## src/rtl/mpq_pkg.sv

```systemverilog
// ----------------------------------------------------------------------------
// mpq_pkg
// Types and constants shared by the min-priority queue and its cell row.
// ----------------------------------------------------------------------------
package mpq_pkg;

    localparam int MAX_ENTRIES_DEF = 64;
    localparam int KEY_BITS_DEF    = 32;

    localparam int VALUE_W = 32;
    localparam int CNT_O_W = 7;
    localparam int CAP_W   = 7;

    localparam logic [CAP_W-1:0] CAP_RESET = 7'd64;

    typedef enum logic [1:0] {
        CMD_INSERT  = 2'd0,
        CMD_EXTRACT = 2'd1,
        CMD_DELETE  = 2'd2
    } t_mpq_cmd;

    typedef enum logic [1:0] {
        ST_OK      = 2'd0,
        ST_FULL    = 2'd1,
        ST_EMPTY   = 2'd2,
        ST_MISSING = 2'd3
    } t_mpq_status;

    typedef enum logic {
        S_IDLE  = 1'b0,
        S_APPLY = 1'b1
    } t_mpq_state;

    // what every cell does in the apply cycle
    typedef enum logic [1:0] {
        OP_HOLD   = 2'd0,
        OP_INSERT = 2'd1,
        OP_SHIFT  = 2'd2,
        OP_REMOVE = 2'd3
    } t_cell_op;

    typedef struct packed {
        logic     cmp_en;
        t_cell_op op;
    } t_cell_ctl;

    typedef struct packed {
        logic [1:0]          cmd;
        logic signed [31:0]  key;
    } t_mpq_in;

    typedef struct packed {
        logic signed [VALUE_W-1:0] value;
        logic [1:0]                status;
        logic [CNT_O_W-1:0]        count;
    } t_mpq_out;

endpackage

```

## src/rtl/mpq_cell.sv

```systemverilog
// ----------------------------------------------------------------------------
// mpq_cell
// One slot of the sorted key row: compares against the broadcast key, then
// keeps its key or takes one from a neighbor.
// ----------------------------------------------------------------------------
module mpq_cell #(
    parameter int KEY_W = 32,
    parameter int CNT_W = 7,
    parameter int IDX   = 0
) (
    input  logic                    i_clk,
    input  mpq_pkg::t_cell_ctl      i_ctl,
    input  logic signed [KEY_W-1:0] i_cmp_key,
    input  logic signed [KEY_W-1:0] i_new_key,
    input  logic [CNT_W-1:0]        i_count,
    input  logic signed [KEY_W-1:0] i_left_key,
    input  logic                    i_left_le,
    input  logic signed [KEY_W-1:0] i_right_key,
    input  logic                    i_right_le,
    output logic signed [KEY_W-1:0] o_key,
    output logic                    o_le,
    output logic                    o_eq
);
    import mpq_pkg::*;

    logic signed [KEY_W-1:0] r_key;
    logic signed [KEY_W-1:0] n_key;
    logic                    r_le;
    logic                    r_eq;
    logic                    w_valid;

    assign w_valid = CNT_W'(IDX) < i_count;

    // flags: stored key <= broadcast key, stored key == broadcast key
    always_ff @(posedge i_clk) begin
        if (i_ctl.cmp_en) begin
            r_le <= w_valid && (r_key <= i_cmp_key);
            r_eq <= w_valid && (r_key == i_cmp_key);
        end
    end

    always_comb begin
        n_key = r_key;
        case (i_ctl.op)
            OP_INSERT: begin
                // row is sorted, so le flags form a prefix; new key lands at its end
                if (!r_le) begin
                    n_key = i_left_le ? i_new_key : i_left_key;
                end
            end
            OP_SHIFT:  n_key = i_right_key;
            OP_REMOVE: begin
                if (!i_right_le) begin
                    n_key = i_right_key;
                end
            end
            default:   n_key = r_key;
        endcase
    end

    always_ff @(posedge i_clk) begin
        r_key <= n_key;
    end

    assign o_key = r_key;
    assign o_le  = r_le;
    assign o_eq  = r_eq;

endmodule

```

## config.mk

```make
export PLATFORM = sky130hd
export DESIGN_NAME = mpq_cell
export DESIGN_NICKNAME = d
export VERILOG_FILES = /design/src/rtl/mpq_pkg.sv /design/src/rtl/mpq_cell.sv
export SDC_FILE = /design/constraint.sdc
export NUM_CORES = 1
export LEC_CHECK = 0
export ABC_AREA = 1
export ABC_CLOCK_PERIOD_IN_PS = 2800
export BUFFER_PORTS_ARGS = -buffer_cell sky130_fd_sc_hd__buf_4
export CAP_MARGIN = 10
export CORE_ASPECT_RATIO = 1.2
export CORE_MARGIN = 4
export CORE_UTILIZATION = 38
export DETAILED_ROUTE_END_ITERATION = 12
export GPL_ROUTABILITY_DRIVEN = 0
export PLACE_DENSITY = 0.87
export SLEW_MARGIN = 10
export SYNTH_ARGS = -nofsm -noshare
export SYNTH_HDL_FRONTEND = slang
export SYNTH_SLANG_ARGS = --single-unit
```

## constraint.sdc

```tcl
create_clock -name i_clk -period 2.8 [get_ports i_clk]
set_input_delay 0.42 -clock i_clk [delete_from_list [all_inputs] [get_ports i_clk]]
set_output_delay 0.42 -clock i_clk [all_outputs]
set_load 0.01 [all_outputs]
```

==> impl_metrics.toml <==
[power_and_ir_drop]
report.power.total_w = 0.00154
ir_drop_v = 0.000272
total_leakage_power_nw = 2.09
power-per-cell-area_mw_per_mm2 = 378
switching_share_pct = 29.7
comb_power_share_pct = 35.4
internal_power_w = 0.00108
switchingPower_w = 0.000456
clkPwrFrac_pct = 21.8
pwr-share-seq_pct = 42.8

[critical_path]
regToRegEndpoint = "o_le"
max_stage_delay_ns = 0.42
reg2regPathDepth = 8
cp-start-kind = "flop"
critPathRequiredTime_ns = 2.84
worstPathMaxFanout = 4
path_cells = "ha_1 > a21oi_1 > o21a_2 > nand2_1 > a21oi_2 > nand3_1 > nand3_2 > nand2_2"
critical_path.top_delay_family = "compound AO/OA/AOI/OAI gates"
worst_r2r_startpoint = "o_key[31]"
worstSetupPathType = "flop to flop"
worst-r2r-setup-slack_ns = 0.97
critPathBufInv = 0
timing.critical_path.slowest_stage_cell = "sky130_fd_sc_hd__edfxtp_1"
cp_data_arrival_time_ns = 1.87
critical_path_endpoint_category = "flop"

[yosys]
syn_area_per_cell_um2 = 7.85
synth_seq_area_share_pct = 38.9
async_set_reset_flop_share_out_of_synthesis_pct = 0
synth_edf_count = 34
syn_inst = 334
synth.distinct_cells = 24
synth_area_mm2 = 0.00262
yosysWarnings = 0
synthesis.nets = 507
synthFlopType = "sky130_fd_sc_hd__edfxtp_1"
ys_seq_elements = 34

[floorplanning]
boundary_pins = 175
design.core.area_mm2 = 0.00657
dieWidth_um = 83.8
design.die.area_mm2 = 0.00830
num_rows = 32
initial_utilization_pct = 39.9
fp.dieH_um = 99.0

[layout]
area_growth_from_synthesis_to_layout_pct = 55.3
post_route_cells_drive_above_1_share_pct = 40.0
n_fill_cell = 561
finalNetCount = 675
n_antenna_cell = 0

[outcome]
run_status = "finished clean"

[global_routing]
grt_start_max_net_pins = 36
first_pass_grt_wire_length_mm = 12.9
number_of_antenna_violations_at_the_first_check_in_global_routing = 0
grt_ovf = 0
global_route.usage.total_pct = 18.9
number_of_global_route_vias_before_repair = 2987

[clock_tree]
cts-root-buf = "sky130_fd_sc_hd__clkbuf_8"
source_to_sink_clock_delay_at_the_later_pin_of_the_worst_skew_pair_ns = 0.28
htree_levels = 2
cts_setup_buffers = 0
cts_tree = "yes"
tritoncts_buffers = 5
cts_resized = 0
cts.hold.buffers_added = 0
cts.clk_slew.worst_paths_ns = 0.07
cts.path.max_buffers = 2
sinks_on_the_clock_net = 34

[timing]
max_freq_ghz = 0.545
rsz_0062_raised_after_global_routing = "false"
final_period_minus_worst_setup_slack_ns = 1.83
finClkSkew_ns = 0.00329
finalSetupTns_ns = 0
tightest_slew_ns = 0.586
final-max-slew-violation-count = 0
slew-limit-headroom_pct = 60.9
timing.final.crit_share_pct = 65.5
fin_worst_hold_slack_ns = 0.349
timing.final.hold_violations = 0
setup_violations = 0

[min_path]
min-delay-start = "i_ctl[2]"
hold_end = "o_eq"
min_path_type = "input pin to flop"
number_of_instances_on_the_worst_hold_path = 1

[drt]
detailedRoute.firstPassIterationCount = 4
drc_errors = 0
via_count = 2907
drt.antenna.violating_nets = 0
routedWlPerCell_um = 14.0
postRouteWirelength_mm = 8.22
first_iter_violations = 81
vias_per_cell = 4.94

[placement]
buffer_ports.inserted = 174
detailed_place_hpwl_mm = 6.80

[job]
cap_viol_max_count = 0
## synthesized netlist by cell type, types with 2 or more instances
cell | number | share of area [%]
sky130_fd_sc_hd__a21oi_1 | 78 | 15
sky130_fd_sc_hd__buf_2 | 10 | 1.9
sky130_fd_sc_hd__clkbuf_1 | 4 | 0.57
sky130_fd_sc_hd__edfxtp_1 | 34 | 39
sky130_fd_sc_hd__ha_1 | 32 | 15
sky130_fd_sc_hd__inv_1 | 38 | 5.4
sky130_fd_sc_hd__inv_2 | 7 | 1.0
sky130_fd_sc_hd__nand2_1 | 68 | 9.7
sky130_fd_sc_hd__nand2_2 | 4 | 0.95
sky130_fd_sc_hd__nand3_1 | 2 | 0.38
sky130_fd_sc_hd__nor2_1 | 41 | 5.9
sky130_fd_sc_hd__nor2_2 | 3 | 0.72
sky130_fd_sc_hd__o21ai_0 | 2 | 0.38
## placed cells by master, fill, tap and decap left out, types with 2 or more instances in the layout
cell type                  synthesis  final
sky130_fd_sc_hd__nand2_2           4      4
sky130_fd_sc_hd__a21oi_1          78     78
sky130_fd_sc_hd__inv_1            38     38
sky130_fd_sc_hd__nor2_1           41     41
sky130_fd_sc_hd__nand2_1          68     68
sky130_fd_sc_hd__buf_4             0    175
sky130_fd_sc_hd__nand3_1           2      2
sky130_fd_sc_hd__edfxtp_1         34     34
sky130_fd_sc_hd__o21ai_0           2      2
sky130_fd_sc_hd__ha_1             32     32
sky130_fd_sc_hd__nor2_2            3      3
sky130_fd_sc_hd__clkbuf_8          0      5
sky130_fd_sc_hd__clkinv_1          1      4
sky130_fd_sc_hd__inv_2             7      7
## per-stage QoR
stage	setup slack, ns	util, %	area (um2)	cells
floorplan	0.534	-	2630	334
global placement	0.721	60.8	3990	580
detailed placement	0.653	60.8	3990	580
CTS	0.970	62.0	4070	588
global route	0.822	62.0	4070	588
finish	0.966	62.0	4070	588
## power by group through the flow
| stage | Combinational (W) | Clock, W | Sequential [W] |
|---|---|---|---|
| after global routing | 0.000608 | 0.000364 | 0.000664 |
| after floorplan | 0.000237 | 0 | 0.000689 |
| after global placement | 0.000528 | 0 | 0.000666 |
| after CTS | 0.000551 | 0.000345 | 0.000658 |
| final | 0.000544 | 0.000335 | 0.000658 |
| after detailed placement | 0.000549 | 0 | 0.000669 |
## routing by layer
layer  GRT usage (%)  share of wire, %  up-vias  routed length, um
met5               0                 0        -                  0
met4            7.18               3.2        0                263
met3            5.27               7.8       24                641
met2            36.4                54      125               4440
met1            19.1                35     1310               2880
li1                -                 -     1448                  -
## worst reg2reg max path, delay by kind of cell, from the launching register on
kind / cells / cell delay [ns]
fa+ha+maj: 1 / 0.36
simple gates: 4 / 0.30
flops: 1 / 0.42
compound gates: 3 / 0.52
## sequential cells by signal, indices dropped and copies added, names as in the netlist
register  flops
o_eq          1
o_key        32
o_le          1
## cell families (layout without fill, tap and decap cells)
family                     count (synthesis)  count (layout)  synth area share (%)
and+or+nand+nor                          123             123                  20.0
DFF                                       34              34                  38.9
AOI/OAI and AO/OA                         85              85                  16.7
buffers and inverters                     60             229                  9.06
adders and majority gates                 32              32                  15.3
## worst max-delay path by stage
stage	startpoint	end	slack, ns	cells after the start
after global placement	i_ctl[1]	o_key[5]	0.72	4
after detailed placement	i_ctl[1]	o_key[6]	0.65	4
after floorplan	i_ctl[1]	o_key[0]	0.53	4
final	o_key[31]	o_le	0.97	8
after global routing	o_key[13]	o_le	0.82	9
after CTS	i_ctl[1]	o_key[14]	0.97	4
## layout make-up
type | count | area [um2] | share of cell area, %
Multi-Input combinational cell | 240 | 1380 | 33.9
Timing Repair Buffer | 175 | 1310 | 32.3
Sequential cell | 34 | 1020 | 25.1
Inverter | 46 | 173 | 4.24
Tap cell | 85 | 106 | 2.61
Clock buffer | 5 | 68.8 | 1.69
Clock inverter | 3 | 11.3 | 0.276
(Power assumes the default switching activity.)
